## src/hdl/mljs_pkg.sv

```systemverilog
// Package for the multilevel preemptive job scheduler.
// Holds sizes, entry and item types and status codes; no dependencies.
`default_nettype none
package mljs_pkg;

  localparam int LEVELS      = 5;
  localparam int QUEUE_DEPTH = 64;
  localparam int LIDX_W      = (LEVELS > 1) ? $clog2(LEVELS) : 1;
  localparam int LVL_W       = $clog2(LEVELS + 1);

  typedef enum logic [2:0] {
    ST_INSERTED  = 3'd0,
    ST_DROPPED   = 3'd1,
    ST_RUNNING   = 3'd2,
    ST_COMPLETED = 3'd3,
    ST_IDLE_CPU  = 3'd4
  } status_t;

  localparam logic MODE_INSERT = 1'b0;
  localparam logic MODE_TICK   = 1'b1;

  // queue entry: ordering key is {remaining, id}
  typedef struct packed {
    logic [11:0] rem;
    logic [7:0]  id;
  } entry_t;

  // per-level operation for one cycle
  typedef struct packed {
    logic   ins;
    logic   pop;
    entry_t key;
  } lvl_op_t;

  typedef struct packed {
    logic        mode;
    logic [7:0]  job_id;
    logic [11:0] burst;
    logic [2:0]  priority_req;
  } in_item_t;

  typedef struct packed {
    logic [2:0]  status;
    logic [7:0]  done_id;
    logic [31:0] done_dispatch_time;
    logic [31:0] done_end_time;
    logic        running_valid;
    logic [7:0]  running_id;
  } out_item_t;

endpackage
`default_nettype wire

```

## src/hdl/mljs_cell.sv

```systemverilog
// One cell of a sorted level queue: holds one entry and its valid bit.
// Depends on mljs_pkg.
`default_nettype none
module mljs_cell import mljs_pkg::*; (
  input  wire logic    clk,
  input  wire logic    rst_n,
  input  wire lvl_op_t op,
  input  wire logic    prev_valid,
  input  wire entry_t  prev_entry,
  input  wire logic    prev_gt,
  input  wire logic    next_valid,
  input  wire entry_t  next_entry,
  output logic         valid_o,
  output entry_t       entry_o,
  output logic         gt_o
);

  logic   valid_r, valid_nxt;
  entry_t entry_r, entry_nxt;

  // new key belongs at or before this cell
  assign gt_o = !valid_r || (entry_r > op.key);

  // pop shifts toward the head, insert shifts toward the tail
  always_comb begin
    valid_nxt = valid_r;
    entry_nxt = entry_r;
    if (op.pop) begin
      valid_nxt = next_valid;
      entry_nxt = next_entry;
    end else if (op.ins && gt_o) begin
      if (!prev_gt) begin
        valid_nxt = 1'b1;
        entry_nxt = op.key;
      end else begin
        valid_nxt = prev_valid;
        entry_nxt = prev_entry;
      end
    end
  end

  always_ff @(posedge clk) begin
    if (!rst_n) begin
      valid_r <= 1'b0;
    end else begin
      valid_r <= valid_nxt;
    end
    entry_r <= entry_nxt;
  end

  assign valid_o = valid_r;
  assign entry_o = entry_r;

endmodule
`default_nettype wire

```

## src/hdl/mljs_level.sv

```systemverilog
// One priority level: a chain of cells kept sorted, smallest at the head.
// Depends on mljs_pkg and mljs_cell.
`default_nettype none
module mljs_level import mljs_pkg::*; (
  input  wire logic    clk,
  input  wire logic    rst_n,
  input  wire lvl_op_t op,
  output logic         head_valid,
  output entry_t       head_entry,
  output logic         full
);

  logic   vld [QUEUE_DEPTH];
  entry_t ent [QUEUE_DEPTH];
  logic   gt  [QUEUE_DEPTH];

  for (genvar i = 0; i < QUEUE_DEPTH; i++) begin : g_cell
    logic   pv, pg, nv;
    entry_t pe, ne;
    if (i == 0) begin : g_first
      assign pv = 1'b0;
      assign pe = '0;
      assign pg = 1'b0;
    end else begin : g_mid
      assign pv = vld[i-1];
      assign pe = ent[i-1];
      assign pg = gt[i-1];
    end
    if (i == QUEUE_DEPTH - 1) begin : g_last
      assign nv = 1'b0;
      assign ne = '0;
    end else begin : g_nlast
      assign nv = vld[i+1];
      assign ne = ent[i+1];
    end
    mljs_cell u_cell (
      .clk        (clk),
      .rst_n      (rst_n),
      .op         (op),
      .prev_valid (pv),
      .prev_entry (pe),
      .prev_gt    (pg),
      .next_valid (nv),
      .next_entry (ne),
      .valid_o    (vld[i]),
      .entry_o    (ent[i]),
      .gt_o       (gt[i])
    );
  end

  assign head_valid = vld[0];
  assign head_entry = ent[0];
  assign full       = vld[QUEUE_DEPTH-1];

endmodule
`default_nettype wire

```

## config.mk

```make
export PLATFORM = sky130hd
export DESIGN_NAME = mljs_level
export DESIGN_NICKNAME = d
export VERILOG_FILES = /design/src/hdl/mljs_pkg.sv /design/src/hdl/mljs_cell.sv /design/src/hdl/mljs_level.sv
export SDC_FILE = /design/constraint.sdc
export NUM_CORES = 2
export LEC_CHECK = 0
export BUFFER_PORTS_ARGS = -buffer_cell sky130_fd_sc_hd__buf_2
export CORE_UTILIZATION = 67
export CTS_BUF_LIST = sky130_fd_sc_hd__clkbuf_8
export DETAILED_ROUTE_END_ITERATION = 10
export PLACE_DENSITY_LB_ADDON = 0.05
export SYNTH_ARGS = -nofsm -noshare
export SYNTH_HDL_FRONTEND = slang
export SYNTH_SLANG_ARGS = --single-unit
```

## constraint.sdc

```tcl
create_clock -name clk -period 8.11 [get_ports clk]
set_input_delay 1.2165 -clock clk [delete_from_list [all_inputs] [get_ports clk]]
set_output_delay 1.2165 -clock clk [all_outputs]
set_load 0.05 [all_outputs]
```

# ---- Yosys cells after proc, flatten, opt, wreduce, memory -nomap -nowiden
# Cells that the tools add are included.
dict set report classes {
  magnitude_cmp 64
  n_mux 378
  n_bitwise 1
  reduce_logical 256
}
# operator count
set ops {}
lappend ops {{20-bit 2-to-1 mux} 189}
lappend ops {{20-bit > comparator} 64}
lappend ops {{1-bit 2-to-1 mux} 189}
lappend ops {{2-bit nonzero test} 63}
lappend ops {{1-bit logical AND} 64}
lappend ops {{1-bit logical NOT} 64}
lappend ops {{1-bit logical OR} 64}
lappend ops {{2-bit OR reduction} 1}
lappend ops {{1-bit inverter} 1}
dict set report totals {
  register_bits 1344
  in_bits 24
  out_inout_bits 22
}

# ---- Logic depth before layout (Yosys ltp)
dict set report depth {
  depth_word 5
  mapped_depth 11
  depth_no_buf 9
}

# ---- Cells and area by module
# Synthesis repeated with hierarchy kept, for this count alone.
dict set report hier_totals {
  cells_unflattened 10689
  area_unflattened_um2 101381.0
}
# module instances cells_each area_per_inst_um2 seq_area_each_um2
set by_module_without_submodules {}
lappend by_module_without_submodules {mljs_cell 64 167 1584.0 620.6}
lappend by_module_without_submodules {mljs_level 1 1 3.8 0.0}

# ---- Worst setup path after synthesis
# Ideal clock, no wire load.
dict set report synth_path {
  kind {input -> register}
  startpoint {input port op[18] (netlist bit)}
  endpoint {register g_cell[61].u_cell.entry_r, in the netlist g_cell[61].u_cell.entry_o[0], enable pin}
  arrival_ns 5.643
  required_time_ns 7.682
  setup_slack_ns 2.039
  path_stages 10
  path_buffers 2
  path_cell_list {inv_1 ha_1 nand4_1 or4_1 a21oi_1 nor4b_1 o211a_2 buf_2 clkbuf_1 o31ai_1}
}
dict set report synth_via {
  elab_chain_cells 4
}
# item line_no
set synth_rtl {}
lappend synth_rtl {{from (decl)} mljs_level.sv:7} ;# input wire lvl_op_t op,
lappend synth_rtl {{20-bit > comparator} mljs_cell.sv:22} ;# assign gt_o = !valid_r || (entry_r > op.key);
lappend synth_rtl {{1-bit logical OR} mljs_cell.sv:22}
lappend synth_rtl {{1-bit logical AND} mljs_cell.sv:31} ;# end else if (op.ins && gt_o) begin
lappend synth_rtl {{2-bit nonzero test (no source line)} -}
lappend synth_rtl {{to (signal assigned)} mljs_cell.sv:48} ;# entry_r <= entry_nxt;
lappend synth_rtl {{to (decl)} mljs_cell.sv:19} ;# entry_t entry_r, entry_nxt;
# Every way passes these cells.
# A chain may end at the register's enable or synchronous reset.

# ---- Worst setup path after layout
dict set report layout_path {
  startpoint {input port op[13] (netlist bit)}
  endpoint {register g_cell[15].u_cell.entry_r, in the netlist g_cell[15].u_cell.entry_o[1], enable pin}
}
dict set report layout_via {
  elab_chain_cells 4
}
# item line_no
set layout_rtl {}
lappend layout_rtl {{20-bit > comparator} mljs_cell.sv:22}
lappend layout_rtl {{1-bit logical OR} mljs_cell.sv:22}
lappend layout_rtl {{1-bit logical AND} mljs_cell.sv:31}
lappend layout_rtl {{2-bit nonzero test (no source line)} -}
lappend layout_rtl {{to (signal assigned)} mljs_cell.sv:48}
lappend layout_rtl {{to (decl)} mljs_cell.sv:19}
# Every way passes these cells.

==> out/results.env <==
OUTCOME='complete, no violations'
DIEWIDTH_UM=399.2
POST_CTS.RESIZED_INSTANCES=0
DIE_AREA_UM2=159400
FINAL_NET_COUNT=11358
SYNTH_ENABLE_FLOP_CELLS=1260
PWR_DENS_nW_PER_UM2=221.6
REPORT.FINAL.HOLD_VIOL_COUNT=0
CORE.ROWCOUNT=145
DRCVIOLATIONCOUNT=0
DRV_SLEW=0
CTS_SETUP_BUFFERS=0
FMAX_MHz=205.7
CTS-ROOT-TO-SINK-BUFFERS=3
PATH_MAX_FANOUT=42
WORSTSETUPSTARTPOINT='op[13]'
TIMING.CRITICAL_PATH.ARRIVAL_NS=5.60
POWER.IR.VDD_WORST_uV=194.6
TOTAL_POWER_mW=24.75
WORSTHOLDPATHTYPE='in2reg'
SYNTH.CELL_AREA_UM2=105700
CLKTRANSATPATHREGS_NS=0.06
VIA_PER_INST=7.633
SETUP_VIOLATIONS=0
START_KIND='primary input'
TRITONCTS='built'
WIRELENGTH_UM=377100
PIN_COUNT=46
GRT_PASS1_VIAS=92361
ROUTE.DETAILED.WL_PER_INST_UM=30.59
DIE_H_UM=399.2
DETAILROUTE.VIA_COUNT=94082
YOSYSSEQAREASHARE_PCT=37.38
SYNTHESIS.AREA_PER_INSTANCE_UM2=10.09
WORSTMARGINPINSLEW_NS=1.278
WORSTREG2REGSTART='g_cell[13].u_cell.entry_o[13]$_DFFE_PP_'
POST_ROUTE_CLOCK_PERIOD_UTILIZATION_PCT=59.95
CORE_REGION_AREA_UM2=156400
POSTROUTEANTENNANETS=0
CLKSINKCOUNT=1344
WORST_SKEW_PAIR.LATE_LATENCY_NS=1.05
SYNTH_CELLS=10477
GRT_UTIL_ALL_LAYERS_PCT=45.87
GRT_PASS1_WL_UM=556600
SYNTH_TOP_AREA_CELL='sky130_fd_sc_hd__edfxtp_1'
POST-SYNTH-TOP-COUNT-CELL='sky130_fd_sc_hd__ha_1'
TOP_LAYER='met5'
CTS-HOLD-FIX-BUFFERS=0
CRITPATHREQUIREDTIME_NS=8.85
POSTSYNTHREGISTERBITS=1344
YS_TYPES=58
DRT_PRE_ANTENNA_ITERS=7
LAYOUT_SKEW_NS=0.03589
DETAILROUTE.WIRELENGTH.MET3_UM=47900
GRT_START_MAX_NET_PINS=306
FINALSETUPTNS_NS=0
INITIAL_CELL_DENSITY_OF_THE_CORE_PCT=67.60
POWER.LEAKAGE_nW=54.97
POST-SYNTH-TOP-AREA-FRACTION_PCT=35.79
GP_CONGESTION=0.9796
DRV_CAP=0
SYNTH_COMMONEST_CELLS='1,280 x sky130_fd_sc_hd__ha_1, 1,260 x sky130_fd_sc_hd__edfxtp_1, 1,187 x sky130_fd_sc_hd__nand2_1'
GRT-OVFL-TOTAL=0
ASYNC_RESET_FF_SHARE_PCT=0
FINALWORSTPATHREQUIREDPERIOD_NS=4.862
SYN_NETS=11781
CLK_ROOT_BUFFER_CELL='sky130_fd_sc_hd__clkbuf_8'
FLOW.AREA_GROWTH_FROM_SYNTHESIS_PCT=5.680
TIMING.SETUP.CRITICAL_PATH_CLASS='in2reg'
MAX-SLEW-MARGIN-REL_PCT=14.78
YOSYSWARNINGCOUNT=0
GRT_SETUP_UNREPAIRED='no'
NUMCTSBUFFERS=235
NUMPORTBUFFERS=45
LAYOUT-DRIVE-GT1-SHARE_PCT=7.874
CTS.HTREE.LEVELS=4
DETAILEDROUTE.FIRSTITERATIONVIOLATIONS=13642
YS.FLOP_TYPE='sky130_fd_sc_hd__edfxtp_1'
POST_SYNTH_MAIN_AREA_CONTRIBUTORS='sky130_fd_sc_hd__edfxtp_1 36%, sky130_fd_sc_hd__ha_1 15%, sky130_fd_sc_hd__mux2i_1 9.7%'
GRT_ANTENNA_BEFORE_REPAIR=12
ROUTE.LAYER.MET1.WL_UM=131500
HOLD_SP='op[13]'
DETAILEDPLACEMENTHPWL_UM=241900
TOTAL_MET2_WIRELENGTH_AFTER_DETAILED_ROUTING_UM=166400
CP-END-KIND='register'
==> layout by cell type, fill, tap and decap left out, types with 16 or more instances in the layout <==
| cell type | Yosys | layout |
|---|---|---|
| sky130_fd_sc_hd__clkinv_2 | 0 | 31 |
| sky130_fd_sc_hd__clkbuf_8 | 0 | 262 |
| sky130_fd_sc_hd__edfxtp_1 | 1260 | 1260 |
| sky130_fd_sc_hd__inv_2 | 50 | 50 |
| sky130_fd_sc_hd__dfxtp_1 | 84 | 84 |
| sky130_fd_sc_hd__nor3b_1 | 190 | 190 |
| sky130_fd_sc_hd__nand3_1 | 143 | 143 |
| sky130_fd_sc_hd__and3_1 | 932 | 932 |
| sky130_fd_sc_hd__or3_1 | 50 | 50 |
| sky130_fd_sc_hd__nor4b_1 | 50 | 50 |
| sky130_fd_sc_hd__nor3_2 | 49 | 50 |
| sky130_fd_sc_hd__buf_2 | 126 | 41 |
| sky130_fd_sc_hd__a31o_2 | 50 | 50 |
| sky130_fd_sc_hd__o21ai_1 | 19 | 24 |
| sky130_fd_sc_hd__or4b_1 | 16 | 16 |
| sky130_fd_sc_hd__buf_12 | 2 | 24 |
| sky130_fd_sc_hd__nor3_1 | 121 | 120 |
| sky130_fd_sc_hd__nand4_1 | 233 | 233 |
| sky130_fd_sc_hd__and4_1 | 33 | 33 |
| sky130_fd_sc_hd__or4_1 | 101 | 101 |
| sky130_fd_sc_hd__o21ai_0 | 109 | 96 |
| sky130_fd_sc_hd__ha_1 | 1280 | 1280 |
| sky130_fd_sc_hd__a31oi_1 | 33 | 33 |
| sky130_fd_sc_hd__nor2_4 | 0 | 19 |
| sky130_fd_sc_hd__nand2_1 | 1187 | 1186 |
| sky130_fd_sc_hd__mux2i_1 | 1022 | 1022 |
| sky130_fd_sc_hd__buf_4 | 1 | 196 |
| sky130_fd_sc_hd__a211oi_1 | 52 | 52 |
| sky130_fd_sc_hd__a21oi_1 | 457 | 457 |
| sky130_fd_sc_hd__a221o_1 | 203 | 203 |
| sky130_fd_sc_hd__inv_1 | 90 | 157 |
| sky130_fd_sc_hd__o211ai_1 | 150 | 150 |
| sky130_fd_sc_hd__nor2b_1 | 125 | 124 |
| sky130_fd_sc_hd__a22oi_1 | 1000 | 1000 |
| sky130_fd_sc_hd__clkinv_1 | 0 | 43 |
| sky130_fd_sc_hd__a21o_1 | 332 | 332 |
==> cell families (layout without fill, tap and decap cells) <==
logic type,after synthesis,after routing,synth area share [%]
AND/OR/NAND/NOR,3314,3314,17.22
flip-flops,1344,1344,37.38
buffers and inverters,1063,848,3.959
multiplexers,1022,1022,9.676
adder cells (fa/ha/maj),1280,1280,15.15
other,0,5,0
AO/OA/AOI/OAI,2454,2454,16.62
==> layout make-up <==
class	count	area (um^2)
flip-flops and latches	1344	39520
diodes	5	12.51
clock inverters	183	983.4
clock buffers	262	3606
inverters	140	610.6
fillers	11714	44660
repair buffers	263	2180
well taps	2058	2575
multi-input cells	8070	62240
==> metal layers <==
layer,up-vias,global-route usage (%)
li1,40234,-
met1,44890,55.48
met2,6848,70.66
met3,2098,12.38
met4,12,32.89
met5,-,0.3632
==> worst paths after layout <==
path / end / slack, ns / cells after the start
worst max-delay path: g_cell[15].u_cell.entry_o[1]$_DFFE_PP_ / 3.25 / 12
worst max register to register: g_cell[14].u_cell.entry_o[7]$_DFFE_PP_ / 4.32 / 7
worst min register to register: g_cell[63].u_cell.valid_o$_SDFFE_PP0P_ / 0.57 / 2
worst min-delay path: g_cell[63].u_cell.entry_o[13]$_SDFFE_PP0P_ / 0.52 / 3
==> power by group <==
part	total [mW]	switching, mW	leakage, nW	internal (mW)
combinational	7.18	4.08	38.4	3.11
clock	6.38	3.20	2.67	3.18
sequential	11.2	1.76	13.9	9.43
total	24.8	9.04	55.0	15.7
==> critical path, stage by stage <==
cell and delay [ns]:
sky130_fd_sc_hd__buf_2 0.14, sky130_fd_sc_hd__inv_4 0.73, sky130_fd_sc_hd__buf_4 0.77, sky130_fd_sc_hd__ha_1 0.37, sky130_fd_sc_hd__nand4_1 0.13, sky130_fd_sc_hd__nor4bb_1 0.08, sky130_fd_sc_hd__and4_1 0.21, sky130_fd_sc_hd__o41ai_1 0.40
sky130_fd_sc_hd__nor2_2 0.05, sky130_fd_sc_hd__buf_4 0.27, sky130_fd_sc_hd__o21ai_1 0.78, sky130_fd_sc_hd__buf_4 0.33
==> stage by stage <==
stage               worst slack, ns  instances  utilization (%)  hold slack [ns]  area (um^2)
floorplan                     2.039      10477                -           0.4798       105700
global placement              2.494      11875            68.50           0.5370       107100
detailed placement            2.460      11875            68.50           0.5416       107100
CTS                           3.525      12320            71.43           0.4603       111700
global route                  3.237      12323            71.44           0.5153       111700
finish                        3.248      12325            71.44           0.5186       111700
==> state kept, by name, summed over array words and instances, names as in the netlist <==
name and cells:
g_cell.u_cell.entry_o 1280, g_cell.u_cell.valid_o 64
(Power assumes the default switching activity.)
